--- src/rtl/sc1a_pkg.sv ---
// shared types, scan codes and letter tables for the set 1 to ascii translator
package sc1a_pkg;

	localparam int CODE_W  = 8;
	localparam int CHAR_W  = 7;
	localparam int TDATA_W = 16;

	// pressed codes with a special role, and the break bit and release code range
	localparam logic [CODE_W-1:0] SC_LSHIFT   = 8'h2A;
	localparam logic [CODE_W-1:0] SC_RSHIFT   = 8'h36;
	localparam logic [CODE_W-1:0] SC_CAPSLOCK = 8'h3A;
	localparam logic [CODE_W-1:0] SC_TAB      = 8'h0F;
	localparam logic [CODE_W-1:0] SC_BACKSP   = 8'h0E;
	localparam logic [CODE_W-1:0] SC_SPACE    = 8'h39;
	localparam logic [CODE_W-1:0] SC_ZERO     = 8'h0B;
	localparam logic [CODE_W-1:0] SC_BREAK    = 8'h80;
	localparam logic [CODE_W-1:0] SC_REL_LO   = 8'h81;
	localparam logic [CODE_W-1:0] SC_REL_HI   = 8'hD8;

	// first and last code of each key group
	localparam logic [CODE_W-1:0] SC_DIG_LO = 8'h02;
	localparam logic [CODE_W-1:0] SC_DIG_HI = 8'h0A;
	localparam logic [CODE_W-1:0] SC_TOP_LO = 8'h10;
	localparam logic [CODE_W-1:0] SC_TOP_HI = 8'h19;
	localparam logic [CODE_W-1:0] SC_MID_LO = 8'h1E;
	localparam logic [CODE_W-1:0] SC_MID_HI = 8'h26;
	localparam logic [CODE_W-1:0] SC_LOW_LO = 8'h2C;
	localparam logic [CODE_W-1:0] SC_LOW_HI = 8'h32;

	localparam logic [CHAR_W-1:0] DIGIT_OFS = 7'd47;
	localparam logic [CHAR_W-1:0] CH_NONE   = 7'h00;
	localparam logic [CHAR_W-1:0] CH_ZERO   = 7'h30;
	localparam logic [CHAR_W-1:0] CH_TAB    = 7'h09;
	localparam logic [CHAR_W-1:0] CH_BS     = 7'h08;
	localparam logic [CHAR_W-1:0] CH_SPACE  = 7'h20;
	localparam logic [CHAR_W-1:0] CH_LC_A   = 7'h61;
	localparam logic [CHAR_W-1:0] CH_LC_Z   = 7'h7A;
	localparam logic [CHAR_W-1:0] CH_UC_A   = 7'h41;
	localparam logic [CHAR_W-1:0] CH_UC_Z   = 7'h5A;
	localparam logic [CHAR_W-1:0] CASE_OFS  = 7'h20;

	localparam logic [CHAR_W-1:0] ROW_TOP [10] = '{
		7'h71, 7'h77, 7'h65, 7'h72, 7'h74, 7'h79, 7'h75, 7'h69, 7'h6F, 7'h70
	};
	localparam logic [CHAR_W-1:0] ROW_MID [9] = '{
		7'h61, 7'h73, 7'h64, 7'h66, 7'h67, 7'h68, 7'h6A, 7'h6B, 7'h6C
	};
	localparam logic [CHAR_W-1:0] ROW_LOW [7] = '{
		7'h7A, 7'h78, 7'h63, 7'h76, 7'h62, 7'h6E, 7'h6D
	};

	// what one byte means, before the modifier state is applied
	typedef struct packed {
		logic [CHAR_W-1:0] ch;
		logic              shift_press;
		logic              shift_release;
		logic              caps_press;
	} dec_t;

	typedef struct packed {
		logic shift;
		logic caps;
	} mods_t;

endpackage

--- src/rtl/sc1a_decode.sv ---
// byte decode: lower-case character and modifier events of one scan code
module sc1a_decode (
	input  logic [sc1a_pkg::CODE_W-1:0] code,
	output sc1a_pkg::dec_t              dec
);
	import sc1a_pkg::*;

	logic       is_release;
	logic [3:0] top_idx;
	logic [3:0] mid_idx;
	logic [2:0] low_idx;
	logic [CODE_W-1:0] top_ofs;
	logic [CODE_W-1:0] mid_ofs;
	logic [CODE_W-1:0] low_ofs;

	assign is_release = (code >= SC_REL_LO) && (code <= SC_REL_HI);
	assign top_ofs = code - SC_TOP_LO;
	assign mid_ofs = code - SC_MID_LO;
	assign low_ofs = code - SC_LOW_LO;
	assign top_idx = top_ofs[3:0];
	assign mid_idx = mid_ofs[3:0];
	assign low_idx = low_ofs[2:0];

	always_comb begin
		dec = '0;
		if (is_release) begin
			dec.shift_release = ((code ^ SC_BREAK) == SC_LSHIFT) ||
			                    ((code ^ SC_BREAK) == SC_RSHIFT);
		end else begin
			dec.shift_press = (code == SC_LSHIFT) || (code == SC_RSHIFT);
			dec.caps_press  = (code == SC_CAPSLOCK);
			priority if (code >= SC_DIG_LO && code <= SC_DIG_HI) begin
				dec.ch = code[CHAR_W-1:0] + DIGIT_OFS;
			end else if (code == SC_ZERO) begin
				dec.ch = CH_ZERO;
			end else if (code >= SC_TOP_LO && code <= SC_TOP_HI) begin
				dec.ch = ROW_TOP[top_idx];
			end else if (code >= SC_MID_LO && code <= SC_MID_HI) begin
				dec.ch = ROW_MID[mid_idx];
			end else if (code >= SC_LOW_LO && code <= SC_LOW_HI) begin
				dec.ch = ROW_LOW[low_idx];
			end else if (code == SC_TAB) begin
				dec.ch = CH_TAB;
			end else if (code == SC_BACKSP) begin
				dec.ch = CH_BS;
			end else if (code == SC_SPACE) begin
				dec.ch = CH_SPACE;
			end else begin
				dec.ch = CH_NONE;
			end
		end
	end

endmodule

--- src/rtl/sc1a_mods.sv ---
// shift and caps lock state, and the letter case that follows from it
module sc1a_mods (
	input  logic                        clk,
	input  logic                        arst_n,
	input  logic                        adv,
	input  sc1a_pkg::dec_t              dec,
	output sc1a_pkg::mods_t             mods_nxt,
	output logic [sc1a_pkg::CHAR_W-1:0] ascii
);
	import sc1a_pkg::*;

	mods_t mods_q;
	logic  is_lower;

	always_comb begin
		mods_nxt = mods_q;
		if (dec.shift_press) begin
			mods_nxt.shift = 1'b1;
		end
		if (dec.shift_release) begin
			mods_nxt.shift = 1'b0;
		end
		if (dec.caps_press) begin
			mods_nxt.caps = ~mods_q.caps;
		end
	end

	// case is judged on the state after this byte
	assign is_lower = (dec.ch >= CH_LC_A) && (dec.ch <= CH_LC_Z);
	assign ascii = (is_lower && (mods_nxt.shift != mods_nxt.caps)) ? dec.ch - CASE_OFS
	                                                               : dec.ch;

	always_ff @(posedge clk or negedge arst_n) begin
		if (!arst_n) begin
			mods_q <= '0;
		end else if (adv) begin
			mods_q <= mods_nxt;
		end
	end

endmodule

--- src/rtl/scan_code_set1_to_ascii_core.sv ---
// top level of the scan code set 1 to ascii translator
//
// channel  dir  tdata bits (low first)                        accept
// s_axis   in   [7:0] scan_code                               tvalid & tready
// m_axis   out  [6:0] ascii_char, [7] shift_held,             tvalid & tready
//               [8] caps_lock_on, [15:9] zero
//
// one item per cycle sustained while m_axis_tready stays high; m_axis_tvalid rises once
// the accepted byte has passed through the stage 1 and stage 2 registers
// stage 1 registers the byte, stage 2 registers the decoded result
// modifier state advances when a byte moves from stage 1 to stage 2
// arst_n clears both valid flags, shift and caps lock
// a stalled m_axis holds its result; stage 1 keeps taking a byte until both fill
module scan_code_set1_to_ascii_core (
	input  logic                         clk,
	input  logic                         arst_n,
	input  logic                         s_axis_tvalid,
	output logic                         s_axis_tready,
	input  logic [7:0]                   s_axis_tdata,   // [7:0] scan_code
	output logic                         m_axis_tvalid,
	input  logic                         m_axis_tready,
	output logic [sc1a_pkg::TDATA_W-1:0] m_axis_tdata    // ascii_char, shift, caps, pad
);
	import sc1a_pkg::*;

	// stage 1: raw byte
	logic              valid_s1;
	logic [CODE_W-1:0] code_s1;
	// stage 2: finished result
	logic              valid_s2;
	logic [CHAR_W-1:0] ascii_s2;
	mods_t             mods_s2;

	logic              adv_s2;     // stage 1 moves into stage 2
	logic              take_s1;    // byte accepted into stage 1
	dec_t              dec;
	mods_t             mods_nxt;
	logic [CHAR_W-1:0] ascii_nxt;

	assign adv_s2        = valid_s1 && (!valid_s2 || m_axis_tready);
	assign s_axis_tready = !valid_s1 || adv_s2;
	assign take_s1       = s_axis_tvalid && s_axis_tready;

	sc1a_decode u_decode (
		.code (code_s1),
		.dec  (dec)
	);

	sc1a_mods u_mods (
		.clk      (clk),
		.arst_n   (arst_n),
		.adv      (adv_s2),
		.dec      (dec),
		.mods_nxt (mods_nxt),
		.ascii    (ascii_nxt)
	);

	// valid flags
	always_ff @(posedge clk or negedge arst_n) begin
		if (!arst_n) begin
			valid_s1 <= 1'b0;
			valid_s2 <= 1'b0;
		end else begin
			if (take_s1) begin
				valid_s1 <= 1'b1;
			end else if (adv_s2) begin
				valid_s1 <= 1'b0;
			end
			if (adv_s2) begin
				valid_s2 <= 1'b1;
			end else if (m_axis_tready) begin
				valid_s2 <= 1'b0;
			end
		end
	end

	// payload, no reset needed
	always_ff @(posedge clk) begin
		if (take_s1) begin
			code_s1 <= s_axis_tdata;
		end
		if (adv_s2) begin
			ascii_s2 <= ascii_nxt;
			mods_s2  <= mods_nxt;
		end
	end

	assign m_axis_tvalid = valid_s2;
	assign m_axis_tdata  = {{(TDATA_W - CHAR_W - 2){1'b0}}, mods_s2.caps, mods_s2.shift,
	                        ascii_s2};

	// an upper-case letter only leaves when exactly one modifier is active
	a_upper_needs_mod: assert property (@(posedge clk) disable iff (!arst_n)
		(valid_s2 && ascii_s2 >= CH_UC_A && ascii_s2 <= CH_UC_Z)
		|-> (mods_s2.shift != mods_s2.caps))
		else $error("upper-case letter without a single active modifier");

	// a release byte yields no character
	a_release_no_char: assert property (@(posedge clk) disable iff (!arst_n)
		(adv_s2 && code_s1 >= SC_REL_LO && code_s1 <= SC_REL_HI)
		|=> (ascii_s2 == CH_NONE))
		else $error("release byte produced a character");

	// a shift press shows as held in its own result
	a_shift_press: assert property (@(posedge clk) disable iff (!arst_n)
		(adv_s2 && (code_s1 == SC_LSHIFT || code_s1 == SC_RSHIFT))
		|=> (valid_s2 && mods_s2.shift))
		else $error("shift press not reflected in result");

	// a shift release shows as not held in its own result
	a_shift_release: assert property (@(posedge clk) disable iff (!arst_n)
		(adv_s2 && (code_s1 == (SC_LSHIFT | SC_BREAK) || code_s1 == (SC_RSHIFT | SC_BREAK)))
		|=> (valid_s2 && !mods_s2.shift))
		else $error("shift release not reflected in result");

endmodule
--- config.mk ---
export PLATFORM = sky130hd
export DESIGN_NAME = scan_code_set1_to_ascii_core
export DESIGN_NICKNAME = d
export VERILOG_FILES = /design/src/rtl/sc1a_pkg.sv /design/src/rtl/sc1a_decode.sv /design/src/rtl/sc1a_mods.sv /design/src/rtl/scan_code_set1_to_ascii_core.sv
export SDC_FILE = /design/constraint.sdc
export NUM_CORES = 1
export LEC_CHECK = 0
export ABC_AREA = 1
export BUFFER_PORTS_ARGS = -buffer_cell sky130_fd_sc_hd__buf_2
export CORE_MARGIN = 8
export CORE_UTILIZATION = 61
export DETAILED_ROUTE_END_ITERATION = 7
export PLACE_DENSITY = 0.93
export RECOVER_POWER = 100
export SLEW_MARGIN = 20
export SYNTH_ARGS = -nofsm -noshare
export SYNTH_HDL_FRONTEND = slang
export SYNTH_SLANG_ARGS = --single-unit
--- constraint.sdc ---
create_clock -name clk -period 5.5 [get_ports clk]
set_clock_uncertainty 0.1 [all_clocks]
set_input_delay 1.1 -clock clk [delete_from_list [all_inputs] [get_ports clk]]
set_output_delay 1.1 -clock clk [all_outputs]
set_load 0.1 [all_outputs]
; Yosys cells after proc, flatten, opt, wreduce, memory -nomap -nowiden
; Memory sizes are Yosys's and may differ from the RTL's.
; Cells that the tools add are included.
[totals]
ff_bits = 21
latch_bits = 0
mem_bits_rw = 0
romBits = 280
input_bits = 12
memories = 3
[op_classes]
add_sub_neg = 5
n_mul = 0
n_div = 0
n_lt_le_gt_ge = 15
eq_ne = 10
n_shift = 0
muxes = 25
n_bitwise = 5
reduce_logical = 17
[mem_list]
columns = memory, words, width, rd, rd_clocked_by_memory_dff, write_ports, line_no
row1 = (no name shown), 16, 7, 1, 0, 0, sc1a_decode.sv:39  ; dec.ch = ROW_MID[mid_idx];
row2 = (no name shown), 16, 7, 1, 0, 0, sc1a_decode.sv:37  ; dec.ch = ROW_TOP[top_idx];
row3 = (no name shown), 8, 7, 1, 0, 0, sc1a_decode.sv:41  ; dec.ch = ROW_LOW[low_idx];
[op_table]
columns = operator, n
row1 = 2-to-1 mux 7 bit, 14
row2 = "equality test 8 x 6 -> 1 bit, second input constant", 6
row3 = "equality test 8 x 4 -> 1 bit, second input constant", 3
row4 = "greater-or-equal comparator 8 x 5 -> 1 bit, second input constant", 2
row5 = "<= comparator 8 x 6 -> 1 bit, second input constant", 2
row6 = "greater-or-equal comparator 5 bit, second input constant", 2
row7 = inverter 4 -> 5 bit, 2
row8 = logical AND 1 bit, 9
row9 = 2-to-1 mux 1 bit, 9
row10 = "greater-or-equal comparator 8 x 2 -> 1 bit, second input constant", 1
row11 = "greater-or-equal comparator 8 x 6 -> 1 bit, second input constant", 1
row12 = "greater-or-equal comparator 8 bit, second input constant", 1
row13 = "<= comparator 8 x 4 -> 1 bit, second input constant", 1
row14 = "<= comparator 8 x 5 -> 1 bit, second input constant", 1
row15 = "<= comparator 8 bit, second input constant", 1
row16 = 2-to-1 mux 8 bit, 1
row17 = "adder 7 x 6 -> 7 bit, second input constant", 1
row18 = "greater-or-equal comparator 7 bit, second input constant", 1
row19 = "<= comparator 7 bit, second input constant", 1
row20 = "subtractor 7 x 6 -> 7 bit, second input constant", 1
row21 = 2-to-1 mux 6 bit, 1
row22 = "greater-or-equal comparator 4 bit, second input constant", 1
row23 = logical OR 1 bit, 4
row24 = inverter 3 -> 4 bit, 1
row25 = 7 further kinds, 10

; Longest topological paths before layout
[depth]
ltp_word = 16
ltp_mapped = 22
ltp_nobuf = 21

; Cells and area by module
; Synthesis repeated with hierarchy kept, for this count alone.
[hier_totals]
hier_cells = 254
hier_area_um2 = 1866.8
[modules_own_cells]
columns = mod, n_inst, cells_per_inst, area_per_inst_um2, seq_area_each_um2
row1 = sc1a_decode, 1, 166, 885.8, 0.0
row2 = scan_code_set1_to_ascii_core, 1, 37, 661.9, 560.5
row3 = sc1a_mods, 1, 51, 319.1, 50.0

; Least setup slack after synthesis
; No wires, ideal clock.
[synth_timing]
path_kind = input -> output
start = input m_axis_tready
end = output s_axis_tready
arrival_time_ns = 1.908
required_time_ns = 4.300
setup_slack_ns = 2.392
path_stages = 2
n_path_buf = 0
path_cell_list = inv_1 nand3_1
[synth_via]
elab_chain_cells = 3
[synth_rtl]
columns = item, line_no
row1 = start: declaration, scan_code_set1_to_ascii_core.sv:21  ; input logic m_axis_tready,
row2 = logical OR 1 bit, scan_code_set1_to_ascii_core.sv:40  ; assign adv_s2 = valid_s1 && (!valid_s2 || m_axis_tready);
row3 = logical AND 1 bit, scan_code_set1_to_ascii_core.sv:40
row4 = logical OR 1 bit, scan_code_set1_to_ascii_core.sv:41  ; assign s_axis_tready = !valid_s1 || adv_s2;
row5 = end: declaration, scan_code_set1_to_ascii_core.sv:18  ; output logic s_axis_tready,
; Every way passes these cells.

; Worst setup path after layout
; Ends and elaborated chain as after synthesis.

==> results.cfg <==
[layout]
n_fill_cell = 273
fin_nets = 302
drive_gt1_share_pct = 12.3
final_util_pct = 65.1
area_delta_synth_final_pct = 5.13
antenna_cells = 0

[yosys]
netlist_area_mm2 = 0.00183
ys_seq_area_share_pct = 33.4
synth-seq-cells = 21
synth.largest_area_cell = edfxtp_1
ys_warn_count = 0
synth_enable_flop_cells = 17
ys_types = 34
synthTopCellsByArea = edfxtp_1 (28%), nand2_1 (16%), ha_1 (8.9%)
ys_top_cells_by_count = nand2_1 (80), inv_1 (31), nor2_1 (25)
synth_top_area_share_pct = 27.9
syn_area_per_cell_um2 = 7.23
ys_async_sr_fraction_pct = 19.0
yosys.cell_count.top_type = nand2_1
syn_inst = 253
ys.flop_type = edfxtp_1

[run_status]
outcome = completed

[sta]
setup_violations = 0
period_share_pct = 61.5
setup_ws_ns = 2.12
slew_headroom_pct = 22.2
fmax_mhz = 296
rsz0062_at_grt = false
finalHoldViolations = 0
whs_ns = 0.420
tns_ns = 0
tightest_slew_ns = 1.17
period_minus_slack_ns = 3.38
drv_slew = 0

[floorplan]
die_w_um = 70.7
die_area_mm2 = 0.00500
num_rows = 20
fp.dieH_um = 70.7
io_pins = 30
design.core.area_mm2 = 0.00295
initial_utilization_pct = 61.9

[cts]
cts_htree_levels = 1
clk_pin_slew_ns = 0.14
clk_latency_ns = 0.32
root_buffer = clkbuf_4
ctsHoldBuffers = 0
cts_tree = done
cts_resized = 0
clk_path_buf_depth = 2
postCtsSetupRepairBufs = 0
cts_buffers = 3
cts_sinks = 21

[power_and_ir_drop]
power-per-cell-area_mw_per_mm2 = 289
power_frac_comb_pct = 45.7
ir_drop_mv = 0.196
pwr-share-seq_pct = 39.9
power_switching_mw = 0.276
p_int_mw = 0.278
finalPower_mw = 0.555
pwr-share-clk_pct = 14.4
p_leak_nw = 1.02
p_sw_share_pct = 49.8

[routing]
post_drt_via_cell_ratio = 5.34
wl_per_cell_um = 12.9
vias = 1651
dr.pass1.iters = 4
dr.first_iter.drc_count = 93
remaining_drc_errors = 0
ant_nets = 0
routed_wl_um = 4000

[placed_design]
routabilityCongestion = 0.954
detailed_place_hpwl_um = 3170
portBuffers = 22
place_worst_setup_slack_ns = 2.39

[critical_path]
worstPathRequired_ns = 4.30
critPathArrivalTime_ns = 2.18
critPathKind = primary input to output pin
critPathCaptureType = output pin
path_max_fanout = 3
start_kind = primary input

[global_routing]
grt_first_pass_wirelength_um = 6670
grt-busiest-layer = met2
grt_max_degree = 15
antenna_found_initial = 0
grt.overflow.total = 0
grt_pass1_vias = 1587
gr-usage-all-layers_pct = 16.4
met3_usage_pct = 4.66
gr-usage-met2_pct = 28.7
grt_use_met1_pct = 17.8

[worst_hold_path]
hold_class = register to register

[job]
cap_violations = 0
final timing paths:
check	startpoint	to	slack (ns)	cells after the start
worst max-delay path	m_axis_tready	s_axis_tready	2.12	4
worst min-delay path	u_mods.mods_q[1]	u_mods.mods_q[1]	0.42	2
worst max register to register	code_s1[0]	ascii_s2[6]	2.24	19
worst min register to register	u_mods.mods_q[1]	u_mods.mods_q[1]	0.42	2
max in group asynchronous	arst_n	m_axis_tvalid	4.65	1
min in group asynchronous	arst_n	u_mods.mods_q[0]	0.47	1
cell families (layout without fill, tap and decap cells):
logic type	Yosys count	in the layout	synth area share, %
fa+ha+maj	13	13	8.90
flops	21	21	33.4
other cells	1	7	0.205
compound gates	20	20	7.12
simple gates	148	148	36.5
buf+inv	46	63	12.0
xor+xnor	4	4	1.92
routing by layer:
layer | part of all wire (%) | up-vias
met5 | 0 | -
met4 | 3.1 | 0
met3 | 8.2 | 15
met2 | 49 | 91
met1 | 40 | 714
li1 | - | 831
layout make-up:
type / count / area [um2] / share of cell area, %
clock buffers: 3 / 22.5 / 1.17
clock inverters: 1 / 5.00 / 0.260
inverters: 37 / 144 / 7.49
multi-input cells: 192 / 1000 / 52.2
flip-flops and latches: 21 / 611 / 31.8
well taps: 33 / 41.3 / 2.15
repair buffers: 22 / 95.1 / 4.95
metrics by stage:
stage	cells	cell area, um2
2_1_floorplan	259	1850
3_3_place_gp	305	1930
3_5_place_dp	305	1930
4_1_cts	309	1950
5_1_grt	309	1920
6_report	309	1920
layout by cell type (no fill, tap or decap):
cell type,instances
nand2_1,83
inv_1,32
nor2_1,25
edfxtp_1,17
nand3_1,16
ha_1,13
clkbuf_1,12
buf_2,10
o21ai_0,8
conb_1,7
nand2_2,6
nor3_1,4
nand4_1,4
a21oi_1,4
dfrtp_1,4
nor2_2,3
inv_2,3
clkbuf_4,3
nand3_2,2
xnor2_1,2
o31ai_1,2
xor2_1,2
o21bai_1,2
inv_6,1
o21ai_1,1
o21ai_2,1
nand2_4,1
nor2_4,1
nand3b_1,1
clkinv_1,1
and2_1,1
a22oi_1,1
or2_2,1
o21bai_4,1
clkinv_2,1
worst max-delay path, stage by stage:
cell	delay [ns]
buf_2	0.07
inv_1	0.04
nand3_1	0.09
clkbuf_1	0.87
state kept, by name (all words and copies together), names as in the netlist:
name and count:
ascii_s2 7, code_s1 8, m_axis_tdata 2, m_axis_tvalid 1, u_mods.mods_q 2, valid_s1 1
power groups by stage:
| stage | clock (mW) | sequential (mW) | combinational, mW |
|---|---|---|---|
| floorplan | 0 | 0.312 | 0.134 |
| CTS | 0.0800 | 0.221 | 0.258 |
| detailed placement | 0 | 0.224 | 0.258 |
| global placement | 0 | 0.223 | 0.254 |
| finish | 0.0801 | 0.221 | 0.253 |
| global route | 0.0828 | 0.225 | 0.272 |
No activity file was read; power rests on OpenSTA's default activity.
